**config.mk**
```make
export PLATFORM = sky130hd
export DESIGN_NAME = socks5_udp_header_strip_top_flat
export DESIGN_NICKNAME = d
export VERILOG_FILES = /design/src/design/s5uhs_pkg.sv /design/src/design/s5uhs_if.sv /design/src/design/s5uhs_in_stage.sv /design/src/design/s5uhs_parser.sv /design/src/design/s5uhs_out_stage.sv /design/src/design/socks5_udp_header_strip_top.sv /design/src/flat_wrapper.sv
export SDC_FILE = /design/constraint.sdc
export NUM_CORES = 1
export LEC_CHECK = 0
export ABC_CLOCK_PERIOD_IN_PS = 21500
export BUFFER_PORTS_ARGS = -buffer_cell sky130_fd_sc_hd__buf_2
export CAP_MARGIN = 0
export CORE_UTILIZATION = 60
export DETAILED_ROUTE_END_ITERATION = 12
export PLACE_DENSITY_LB_ADDON = 0.2
export SLEW_MARGIN = 20
export SYNTH_ARGS = -nofsm -noshare
export SYNTH_HDL_FRONTEND = slang
export SYNTH_SLANG_ARGS = --single-unit
```
**constraint.sdc**
```tcl
create_clock -name clk -period 21.5 [get_ports clk]
set_input_delay 3.225 -clock clk [delete_from_list [all_inputs] [get_ports clk]]
set_output_delay 3.225 -clock clk [all_outputs]
set_load 0.01 [all_outputs]
```
**src/design/s5uhs_pkg.sv**
```systemverilog
`timescale 1ns / 1ps
// Package for the SOCKS5 UDP header strip: header positions, address type
// codes, record kinds and the item types shared by the pipeline stages.
// No dependencies.
package s5uhs_pkg;

  // Header byte positions; PosPayload marks the payload phase
  localparam logic [4:0] PosFrag    = 5'd2;
  localparam logic [4:0] PosAtyp    = 5'd3;
  localparam logic [4:0] PosPortV4  = 5'd8;
  localparam logic [4:0] PosPortV6  = 5'd20;
  localparam logic [4:0] PosPayload = 5'd31;

  // Field codes
  localparam logic [7:0] FragNone = 8'h00;
  localparam logic [7:0] AtypIpv4 = 8'h01;
  localparam logic [7:0] AtypIpv6 = 8'h04;

  localparam logic KindHeader  = 1'b0;
  localparam logic KindPayload = 1'b1;

  typedef struct packed {
    logic [7:0] data_byte;
    logic       end_of_datagram;
  } in_item_t;

  typedef struct packed {
    logic        record_kind;
    logic        is_ipv6;
    logic [63:0] addr_high;
    logic [63:0] addr_low;
    logic [15:0] origin_port;
    logic [7:0]  payload_byte;
    logic        last;
  } res_item_t;

endpackage

```
**src/design/s5uhs_if.sv**
```systemverilog
`timescale 1ns / 1ps
// Valid/ready channel interfaces for datagram bytes in and records out.
// No dependencies.
interface s5uhs_in_if;
  logic       valid;
  logic       ready;
  logic [7:0] data_byte;
  logic       end_of_datagram;

  modport source (output valid, output data_byte, output end_of_datagram, input ready);
  modport sink (input valid, input data_byte, input end_of_datagram, output ready);
endinterface

interface s5uhs_out_if;
  logic        valid;
  logic        ready;
  logic        record_kind;
  logic        is_ipv6;
  logic [63:0] addr_high;
  logic [63:0] addr_low;
  logic [15:0] origin_port;
  logic [7:0]  payload_byte;
  logic        last;

  modport source (output valid, output record_kind, output is_ipv6, output addr_high,
                  output addr_low, output origin_port, output payload_byte, output last,
                  input ready);
  modport sink (input valid, input record_kind, input is_ipv6, input addr_high,
                input addr_low, input origin_port, input payload_byte, input last,
                output ready);
endinterface

```
**src/design/s5uhs_in_stage.sv**
```systemverilog
`timescale 1ns / 1ps
// Input register: captures one datagram byte request and hands it to the parser.
// Depends on s5uhs_pkg.
module s5uhs_in_stage (
  input  logic              clk,
  input  logic              rst_n,
  input  logic              in_valid,
  output logic              in_ready,
  input  s5uhs_pkg::in_item_t in_item,
  input  logic              advance,
  output logic              item_valid,
  output s5uhs_pkg::in_item_t item
);
  import s5uhs_pkg::*;

  logic     valid_r;
  in_item_t item_r;

  // Accept while empty or while the held request moves on
  assign in_ready   = !valid_r || advance;
  assign item_valid = valid_r;
  assign item       = item_r;

  always_ff @(posedge clk) begin
    if (!rst_n) begin
      valid_r <= 1'b0;
    end else if (in_ready) begin
      valid_r <= in_valid;
    end
  end

  // Hold payload unless a new request comes in
  always_ff @(posedge clk) begin
    if (in_valid && in_ready) begin
      item_r <= in_item;
    end
  end

endmodule

```
**src/design/s5uhs_parser.sv**
```systemverilog
`timescale 1ns / 1ps
// Header parser: tracks the position in the datagram, collects address and
// port, and forms one record per consumed byte where one is due. Depends on s5uhs_pkg.
module s5uhs_parser (
  input  logic                 clk,
  input  logic                 rst_n,
  input  logic                 step,
  input  s5uhs_pkg::in_item_t  item,
  output logic                 res_valid,
  output s5uhs_pkg::res_item_t res
);
  import s5uhs_pkg::*;

  logic [4:0]  pos_r, pos_nxt;
  logic        wide_r, wide_nxt;
  logic        discard_r, discard_nxt;
  logic [63:0] addr_hi_r, addr_hi_nxt;
  logic [63:0] addr_lo_r, addr_lo_nxt;
  logic [7:0]  port_hi_r, port_hi_nxt;
  logic [4:0]  port_pos;
  logic [7:0]  b;

  assign b        = item.data_byte;
  assign port_pos = wide_r ? PosPortV6 : PosPortV4;

  // Next state and result for the byte at the head
  always_comb begin
    pos_nxt     = pos_r;
    wide_nxt    = wide_r;
    discard_nxt = discard_r;
    addr_hi_nxt = addr_hi_r;
    addr_lo_nxt = addr_lo_r;
    port_hi_nxt = port_hi_r;
    res_valid   = 1'b0;
    res         = '0;

    if (discard_r) begin
      // drop bytes up to the end of the datagram
    end else if (pos_r == PosPayload) begin
      res_valid        = 1'b1;
      res.record_kind  = KindPayload;
      res.payload_byte = b;
      res.last         = item.end_of_datagram;
    end else if (pos_r < PosFrag) begin
      pos_nxt = pos_r + 5'd1;
    end else if (pos_r == PosFrag) begin
      if (b != FragNone) begin
        discard_nxt = 1'b1;
      end else begin
        pos_nxt = pos_r + 5'd1;
      end
    end else if (pos_r == PosAtyp) begin
      addr_hi_nxt = '0;
      addr_lo_nxt = '0;
      if (b == AtypIpv4) begin
        wide_nxt = 1'b0;
        pos_nxt  = pos_r + 5'd1;
      end else if (b == AtypIpv6) begin
        wide_nxt = 1'b1;
        pos_nxt  = pos_r + 5'd1;
      end else begin
        discard_nxt = 1'b1;
      end
    end else if (pos_r < port_pos) begin
      addr_hi_nxt = {addr_hi_r[55:0], addr_lo_r[63:56]};
      addr_lo_nxt = {addr_lo_r[55:0], b};
      pos_nxt     = pos_r + 5'd1;
    end else if (pos_r == port_pos) begin
      port_hi_nxt = b;
      pos_nxt     = pos_r + 5'd1;
    end else begin
      res_valid       = 1'b1;
      res.record_kind = KindHeader;
      res.is_ipv6     = wide_r;
      res.addr_high   = wide_r ? addr_hi_r : 64'd0;
      res.addr_low    = wide_r ? addr_lo_r : {32'd0, addr_lo_r[31:0]};
      res.origin_port = {port_hi_r, b};
      res.last        = item.end_of_datagram;
      pos_nxt         = PosPayload;
    end

    // Return to start of datagram after the final byte
    if (item.end_of_datagram) begin
      pos_nxt     = '0;
      wide_nxt    = 1'b0;
      discard_nxt = 1'b0;
      addr_hi_nxt = '0;
      addr_lo_nxt = '0;
      port_hi_nxt = '0;
    end
  end

  always_ff @(posedge clk) begin
    if (!rst_n) begin
      pos_r     <= '0;
      wide_r    <= 1'b0;
      discard_r <= 1'b0;
    end else if (step) begin
      pos_r     <= pos_nxt;
      wide_r    <= wide_nxt;
      discard_r <= discard_nxt;
    end
  end

  // Address and port bytes are always written before use
  always_ff @(posedge clk) begin
    if (step) begin
      addr_hi_r <= addr_hi_nxt;
      addr_lo_r <= addr_lo_nxt;
      port_hi_r <= port_hi_nxt;
    end
  end

endmodule

```
**src/design/s5uhs_out_stage.sv**
```systemverilog
`timescale 1ns / 1ps
// Result register: holds one record until the receiver takes it.
// Depends on s5uhs_pkg.
module s5uhs_out_stage (
  input  logic                 clk,
  input  logic                 rst_n,
  input  logic                 load,
  input  s5uhs_pkg::res_item_t res,
  output logic                 can_take,
  output logic                 out_valid,
  input  logic                 out_ready,
  output s5uhs_pkg::res_item_t out_item
);
  import s5uhs_pkg::*;

  logic      valid_r;
  res_item_t item_r;

  // Free when empty or when the held record leaves this cycle
  assign can_take  = !valid_r || out_ready;
  assign out_valid = valid_r;
  assign out_item  = item_r;

  always_ff @(posedge clk) begin
    if (!rst_n) begin
      valid_r <= 1'b0;
    end else if (can_take) begin
      valid_r <= load;
    end
  end

  always_ff @(posedge clk) begin
    if (load) begin
      item_r <= res;
    end
  end

endmodule

```
**src/design/socks5_udp_header_strip_top.sv**
```systemverilog
`timescale 1ns / 1ps
// SOCKS5 UDP header strip, top level. Depends on s5uhs_pkg, s5uhs_if and the
// s5uhs_in_stage, s5uhs_parser and s5uhs_out_stage modules.
//
// Usage:
//   in_ch carries one datagram byte per request, end_of_datagram set on the
//   final byte. out_ch carries records: a header record (record_kind 0) with
//   the source address and port once the port is complete, then one payload
//   record (record_kind 1) per payload byte. last marks the final record.
//   Datagrams with a nonzero fragment byte, an address type other than IPv4
//   or IPv6, or that end inside the header give no records at all.
//   Throughput: one byte per cycle while out_ch does not stall. A byte goes
//   through an input register, the parser logic and a result register: its
//   record is valid on out_ch once the result register has loaded it.
//   When out_ch stalls, the result register holds its record and the input
//   register holds one more byte; in_ch.ready then drops until the result
//   is taken.
//   Reset (rst_n low, synchronous) empties both registers and starts a new
//   datagram.
module socks5_udp_header_strip_top (
  input logic         clk,
  input logic         rst_n,
  s5uhs_in_if.sink    in_ch,
  s5uhs_out_if.source out_ch
);
  import s5uhs_pkg::*;

  in_item_t  in_item;
  in_item_t  item;
  logic      item_valid;
  logic      can_take;
  logic      advance;
  logic      res_valid;
  res_item_t res;
  res_item_t out_item;

  assign in_item.data_byte       = in_ch.data_byte;
  assign in_item.end_of_datagram = in_ch.end_of_datagram;

  // Advance the held byte when the result register has room
  assign advance = item_valid && can_take;

  s5uhs_in_stage u_in_stage (
    .clk        (clk),
    .rst_n      (rst_n),
    .in_valid   (in_ch.valid),
    .in_ready   (in_ch.ready),
    .in_item    (in_item),
    .advance    (advance),
    .item_valid (item_valid),
    .item       (item)
  );

  s5uhs_parser u_parser (
    .clk       (clk),
    .rst_n     (rst_n),
    .step      (advance),
    .item      (item),
    .res_valid (res_valid),
    .res       (res)
  );

  s5uhs_out_stage u_out_stage (
    .clk       (clk),
    .rst_n     (rst_n),
    .load      (advance && res_valid),
    .res       (res),
    .can_take  (can_take),
    .out_valid (out_ch.valid),
    .out_ready (out_ch.ready),
    .out_item  (out_item)
  );

  assign out_ch.record_kind  = out_item.record_kind;
  assign out_ch.is_ipv6      = out_item.is_ipv6;
  assign out_ch.addr_high    = out_item.addr_high;
  assign out_ch.addr_low     = out_item.addr_low;
  assign out_ch.origin_port  = out_item.origin_port;
  assign out_ch.payload_byte = out_item.payload_byte;
  assign out_ch.last         = out_item.last;

endmodule

```
**src/flat_wrapper.sv**
```systemverilog
// flat-port wrapper written by rule: the top's interface ports become plain ports
module socks5_udp_header_strip_top_flat import s5uhs_pkg::*;
  (clk, rst_n, in_ch_valid, in_ch_data_byte, in_ch_end_of_datagram, in_ch_ready, out_ch_valid, out_ch_record_kind, out_ch_is_ipv6, out_ch_addr_high, out_ch_addr_low, out_ch_origin_port, out_ch_payload_byte, out_ch_last, out_ch_ready);
  s5uhs_in_if in_ch_i ();
  s5uhs_out_if out_ch_i ();
  input logic clk;
  input logic rst_n;
  input wire logic [$bits(in_ch_i.valid)-1:0] in_ch_valid;
  input wire logic [$bits(in_ch_i.data_byte)-1:0] in_ch_data_byte;
  input wire logic [$bits(in_ch_i.end_of_datagram)-1:0] in_ch_end_of_datagram;
  output wire logic [$bits(in_ch_i.ready)-1:0] in_ch_ready;
  output wire logic [$bits(out_ch_i.valid)-1:0] out_ch_valid;
  output wire logic [$bits(out_ch_i.record_kind)-1:0] out_ch_record_kind;
  output wire logic [$bits(out_ch_i.is_ipv6)-1:0] out_ch_is_ipv6;
  output wire logic [$bits(out_ch_i.addr_high)-1:0] out_ch_addr_high;
  output wire logic [$bits(out_ch_i.addr_low)-1:0] out_ch_addr_low;
  output wire logic [$bits(out_ch_i.origin_port)-1:0] out_ch_origin_port;
  output wire logic [$bits(out_ch_i.payload_byte)-1:0] out_ch_payload_byte;
  output wire logic [$bits(out_ch_i.last)-1:0] out_ch_last;
  input wire logic [$bits(out_ch_i.ready)-1:0] out_ch_ready;
  assign in_ch_i.valid = in_ch_valid;
  assign in_ch_i.data_byte = in_ch_data_byte;
  assign in_ch_i.end_of_datagram = in_ch_end_of_datagram;
  assign in_ch_ready = in_ch_i.ready;
  assign out_ch_valid = out_ch_i.valid;
  assign out_ch_record_kind = out_ch_i.record_kind;
  assign out_ch_is_ipv6 = out_ch_i.is_ipv6;
  assign out_ch_addr_high = out_ch_i.addr_high;
  assign out_ch_addr_low = out_ch_i.addr_low;
  assign out_ch_origin_port = out_ch_i.origin_port;
  assign out_ch_payload_byte = out_ch_i.payload_byte;
  assign out_ch_last = out_ch_i.last;
  assign out_ch_i.ready = out_ch_ready;
  socks5_udp_header_strip_top u_core (.clk(clk), .rst_n(rst_n), .in_ch(in_ch_i), .out_ch(out_ch_i));
endmodule
```
* Word-level counts from Yosys, hierarchy flattened *
Cells that the tools add are included.

cells by class
  $add $sub $neg = 1
  reductions and logical operators = 19
  bitwise logic cells = 2
  mux-type cells = 63
  equal/unequal tests = 14
  $lt $le $gt $ge = 2

operators by type and width
  cell                 number
  $mux 64              13
  $mux 5               12
  $mux 8               7
  $mux 1               31
  $ne 2x1->1 const B   6
  $eq 5x2->1 const B   2
  $eq 8x1->1 const B   1
  $eq 8x3->1 const B   1
  $reduce_and 8->1     1
  $reduce_bool 8->1    1
  $reduce_or 8->1      1
  $reduce_and 7->1     1
  $reduce_or 7->1      1
  $ne 6x3->1 const B   1
  $reduce_and 6->1     1
  $reduce_bool 3->1    2
  $add 5x1->5 const B  1
  $eq 5x5->1           1
  $eq 5x5->1 const B   1
  $lt 5x2->1 const B   1
  $lt 5x5->1           1
  $reduce_and 5->1     1
  $ne 4x3->1 const B   1
  $reduce_bool 2->1    2
  5 further kinds      10

storage, ports and cells
  flip-flop bits (word level) = 309
  word-level logic and storage cells = 119
  output and inout port bits = 157
  bits of input ports = 13

* Logic depth before layout (Yosys ltp) *
  depth after elaboration = 10
  depth in mapped cells = 10
  gate-level depth less buffers = 8

* By module *
Synthesis repeated with hierarchy kept, for this count alone.

second synthesis, totals
  cells, all modules = 732
  area total of the unflattened synthesis = 11,851.4 µm²

by module, submodules not included
  module                       instances  cells an instance  seq. area each (µm²)  area each (µm²)
  s5uhs_parser                 1          557                4,224.1               6,807.8
  s5uhs_out_stage              1          159                4,674.5               4,703.3
  s5uhs_in_stage               1          14                 290.3                 327.8
  socks5_udp_header_strip_top  1          2                  0.0                   12.5

* Worst setup path before layout *
OpenSTA, ideal clock, no wires.

  kind = input -> register
  start point = input out_ch_ready
  end point = register u_core.u_parser.addr_hi_r[0], enable pin
  path buffers = 0
  path slack = 7,859 ps
  required time = 20,696 ps
  stages = 3
  arrival time = 12,836 ps
  path through = nand2b_1 -> nand2_1 -> a211oi_1

on the way
  word-level cells in the longest chain between the ends = 3

ends and longest elaborated chain
  element                     line                               source
  start, declared             flat_wrapper.sv:20                 input wire logic [$bits(out_ch_i.ready)-1:0] out_ch_ready;
  $logic_or 1x1->1            s5uhs_out_stage.sv:20              assign can_take = !valid_r || out_ready;
  $logic_and 1x1->1           socks5_udp_header_strip_top.sv:41  assign advance = item_valid && can_take;
  $reduce_and 6->1 (no line)  --
  end signal, assigned        s5uhs_parser.sv:108                addr_hi_r <= addr_hi_nxt;
  end, declared               s5uhs_parser.sv:17                 logic [63:0] addr_hi_r, addr_hi_nxt;

No other way between the ends.
A chain may end at the register's enable or synchronous reset.

* Final worst setup path *
  start point = input out_ch_ready
  end point = output in_ch_ready

on the way
  word-level cells in the longest chain between the ends = 3

ends and longest elaborated chain
  element            line                               source
  $logic_or 1x1->1   s5uhs_out_stage.sv:20
  $logic_and 1x1->1  socks5_udp_header_strip_top.sv:41
  $logic_or 1x1->1   s5uhs_in_stage.sv:20               assign in_ready = !valid_r || advance;
  end, declared      flat_wrapper.sv:11                 output wire logic [$bits(in_ch_i.ready)-1:0] in_ch_ready;

No other way between the ends.

==> flow_results.xml <==
<?xml version="1.0" encoding="UTF-8"?>
<metrics>
  <group name="status">
    <metric name="run_status" unit="">completed</metric>
  </group>
  <group name="detailed_routing">
    <metric name="routed_wire_length_per_instance" unit="um">18.4</metric>
    <metric name="via_count" unit="">6416</metric>
    <metric name="met1_length" unit="um">9060</metric>
    <metric name="via_per_instance_ratio" unit="">5.41</metric>
    <metric name="wl_met3" unit="um">1440</metric>
    <metric name="detail_route.wirelength" unit="um">21900</metric>
    <metric name="final_antenna_net_count" unit="">0</metric>
    <metric name="route.detailed.drc" unit="">0</metric>
    <metric name="drt_first_iter_violations" unit="">513</metric>
    <metric name="drt_first_pass_iters" unit="">5</metric>
    <metric name="maxUsedRoutingLayer" unit="">met4</metric>
    <metric name="met2RoutedLength" unit="um">10800</metric>
  </group>
  <group name="yosys">
    <metric name="post_synth_mux_area_share" unit="%">0.169</metric>
    <metric name="synth-compound-area-share" unit="%">1.64</metric>
    <metric name="yosys_warnings" unit="">0</metric>
    <metric name="synth-seq-cells" unit="">309</metric>
    <metric name="synth_adder_area_share" unit="%">0.632</metric>
    <metric name="yosysSeqAreaShare" unit="%">77.4</metric>
    <metric name="syn_nets" unit="">755</metric>
    <metric name="mappedNetlistArea" unit="mm^2">0.0119</metric>
    <metric name="yosys.area_share.xor_xnor" unit="%">0.221</metric>
    <metric name="post_synth.cell_area_avg" unit="um^2">16.1</metric>
    <metric name="dominant_combinational_cell_family_by_area_after_synthesis" unit="">simple AND/OR/NAND/NOR gates</metric>
    <metric name="post_synthesis_cell_type_count" unit="">40</metric>
    <metric name="yosys.area_share.simple" unit="%">17.7</metric>
    <metric name="post_synth_inst_count" unit="">736</metric>
  </group>
  <group name="cts">
    <metric name="post_cts_hold_buffer_count" unit="">0</metric>
    <metric name="max-clock-path-buffers" unit="">3</metric>
    <metric name="clkTransAtPathRegs" unit="ns">0.07</metric>
    <metric name="numClockSinks" unit="">309</metric>
    <metric name="cts.repair_timing.setup_buffer_count" unit="">0</metric>
    <metric name="numCtsBuffers" unit="">30</metric>
    <metric name="clk-insertion-delay-late" unit="ns">0.55</metric>
    <metric name="clock_tree.htree_level_count" unit="">1</metric>
    <metric name="clock_tree_root_driver_cell" unit="">clkbuf_16</metric>
    <metric name="post_cts_resized" unit="">0</metric>
    <metric name="cts_tree" unit="">yes</metric>
  </group>
  <group name="sta">
    <metric name="fin_crit" unit="ns">6.99</metric>
    <metric name="count_of_pins_over_their_slew_limit" unit="">0</metric>
    <metric name="final.period_utilization" unit="%">32.5</metric>
    <metric name="rsz0062_at_grt" unit="">no</metric>
    <metric name="relative_slew_slack" unit="%">34.1</metric>
    <metric name="fin_clk_skew" unit="ns">0.00960</metric>
    <metric name="final_hold_viol_count" unit="">0</metric>
    <metric name="achievable-frequency" unit="MHz">143</metric>
    <metric name="fin_tns_setup" unit="ns">0</metric>
    <metric name="finalSetupViolations" unit="">0</metric>
    <metric name="worst_slew_pin_slew" unit="ns">0.989</metric>
  </group>
  <group name="finish">
    <metric name="antennaDiodeCount" unit="">0</metric>
    <metric name="number_of_nets_at_the_end_of_the_flow" unit="">921</metric>
    <metric name="area_growth" unit="%">16.7</metric>
    <metric name="fraction_of_layout_cells_with_a_size_suffix_above_1" unit="%">26.4</metric>
  </group>
  <group name="pwr">
    <metric name="overall_power" unit="mW">1.20</metric>
    <metric name="power.static_leakage" unit="nW">6.00</metric>
    <metric name="power-per-cell-area" unit="mW/mm^2">86.8</metric>
    <metric name="ir_drop" unit="V">0.0000592</metric>
  </group>
  <group name="flow_run">
    <metric name="count_of_max_cap_constraint_violations" unit="">0</metric>
  </group>
  <group name="setup_path">
    <metric name="worstPathMaxFanout" unit="">3</metric>
    <metric name="critical_path_class" unit="">in2out</metric>
    <metric name="critPathCaptureType" unit="">output port</metric>
    <metric name="required" unit="ns">18.27</metric>
    <metric name="timing.critical_path.arrival" unit="ns">3.76</metric>
    <metric name="timing.critical_path.from_type" unit="">input port</metric>
  </group>
  <group name="placement">
    <metric name="dpl.hpwl" unit="um">13300</metric>
    <metric name="gp_routability_congestion" unit="">0.813</metric>
    <metric name="place.port_buffers" unit="">169</metric>
  </group>
  <group name="die">
    <metric name="floorplan_core_area" unit="mm^2">0.0194</metric>
    <metric name="die-area" unit="mm^2">0.0204</metric>
    <metric name="design.portCount" unit="">170</metric>
    <metric name="initial_utilization" unit="%">61.2</metric>
    <metric name="die_span_in_x" unit="um">143</metric>
    <metric name="std_cell_rows" unit="">51</metric>
    <metric name="die_height" unit="um">143</metric>
  </group>
  <group name="grt">
    <metric name="grt_pass1_wl" unit="um">33900</metric>
    <metric name="global_route.overflow_total" unit="">0</metric>
    <metric name="grt_pass1_vias" unit="">6192</metric>
    <metric name="grt_start_max_net_pins" unit="">129</metric>
    <metric name="antenna_found_initial" unit="">0</metric>
    <metric name="globalRouteTotalUtil" unit="%">22.0</metric>
  </group>
  <group name="min_path">
    <metric name="min_path_type" unit="">reg2reg</metric>
  </group>
</metrics>
## flip-flops by register name (all words and copies together) (netlist names)
name	flops
u_core.u_parser.port_hi_r	8
u_core.u_parser.addr_hi_r	64
u_core.u_parser.wide_r	1
u_core.u_out_stage.out_valid	1
u_core.u_parser.discard_r	1
u_core.u_parser.addr_lo_r	64
u_core.u_in_stage.item	9
u_core.u_out_stage.out_item	155
u_core.u_in_stage.item_valid	1
u_core.u_parser.pos_r	5
## logic make-up (layout without fill, tap and decap cells)
group | after synthesis | count (layout)
adders and majority gates | 6 | 6
DFF | 309 | 309
buffers and inverters | 51 | 236
and+or+nand+nor | 336 | 336
AOI/OAI and AO/OA | 29 | 29
muxes | 2 | 2
xor gates and xnor gates | 3 | 3
## final cells by class
| type | instances | area (um^2) |
|---|---|---|
| Inverter | 7 | 26.3 |
| Sequential cell | 309 | 9190 |
| Tap cell | 265 | 332 |
| Clock buffer | 38 | 832 |
| Clock inverter | 13 | 96.3 |
| Timing Repair Buffer | 178 | 930 |
| Multi-Input combinational cell | 376 | 2450 |
| Fill cell | 1328 | 5540 |
## path summary, 6_finish.rpt
| check | cells past startpoint | slack (ns) | to | from |
|---|---|---|---|---|
| max | 4 | 14.51 | in_ch_ready | out_ch_ready |
| min | 2 | 0.49 | u_core.u_parser.wide_r | u_core.u_parser.wide_r |
| max reg2reg | 11 | 16.99 | u_core.u_out_stage.out_item[40] | u_core.u_parser.wide_r |
| min reg2reg | 2 | 0.49 | u_core.u_parser.wide_r | u_core.u_parser.wide_r |
## placed cells by master (no fill, tap or decap), drive strengths merged, types with 9 or more instances in the layout
cell type  instances
edfxtp           300
clkbuf            38
buf              178
clkinv             9
nor2              11
nand2              9
a21oi              9
nor2b             12
and2             186
dfxtp              9
and3              97
## synth_stat cells
cell | instances | area, um^2
o2bb2ai_2 | 1 | 15.0
o211ai_1 | 1 | 7.51
mux2i_1 | 2 | 20.0
clkbuf_1 | 27 | 101
xor2_1 | 2 | 17.5
edfxtp_1 | 300 | 9010
nand2b_1 | 1 | 6.26
and3_2 | 5 | 37.5
nor3b_2 | 1 | 12.5
buf_6 | 6 | 67.6
dfxtp_1 | 9 | 180
nand3_1 | 4 | 20.0
nand3b_1 | 3 | 22.5
a21oi_1 | 9 | 45.0
o211a_1 | 2 | 20.0
nor2b_1 | 12 | 75.1
o21bai_1 | 1 | 7.51
o2111ai_1 | 3 | 26.3
nor3_1 | 3 | 15.0
and2_2 | 6 | 45.0
a211oi_1 | 2 | 15.0
o21ai_0 | 8 | 40.0
nand4_1 | 1 | 6.26
a31oi_1 | 1 | 6.26
nand2_1 | 9 | 33.8
inv_1 | 7 | 26.3
xnor2_1 | 1 | 8.76
clkbuf_2 | 9 | 45.0
buf_2 | 1 | 5.00
and2_1 | 180 | 1130
nor4_4 | 2 | 42.5
nor2_1 | 11 | 41.3
and4_4 | 1 | 11.3
nor4_1 | 3 | 18.8
or3_1 | 1 | 6.26
a211oi_2 | 1 | 12.5
ha_1 | 6 | 75.1
and3_1 | 92 | 576
buf_8 | 1 | 15.0
or3_4 | 1 | 11.3
## metal layers
metal	GRT usage, %	vias up
li1	-	2997
met1	29.4	3154
met2	36.3	223
met3	4.56	42
met4	7.36	0
met5	0	-
## where the power goes
part	leakage [nW]	switching [mW]	internal, mW
clock	0.449	0.213	0.283
combinational	2.32	0.0171	0.0105
sequential	3.23	0.00897	0.671
## per-stage QoR
stage | setup WS [ns] | std cells | instance area, um^2 | hold WS (ns) | util [%]
CTS | 14.53 | 1185 | 13800 | 0.485 | 71.3
finish | 14.51 | 1186 | 13900 | 0.488 | 71.5
global placement | 14.55 | 1134 | 12900 | 0.480 | 66.5
floorplan | 7.86 | 736 | 11900 | 0.483 | -
global route | 14.45 | 1186 | 13900 | 0.533 | 71.5
detailed placement | 14.53 | 1134 | 12900 | 0.475 | 66.5
## worst max-delay path: stages
cell     delay [ns]
buf_2          0.10
nor2b_1        0.20
nand2_1        0.09
buf_2          0.15
Note: power is estimated with default switching activity, not from simulation.
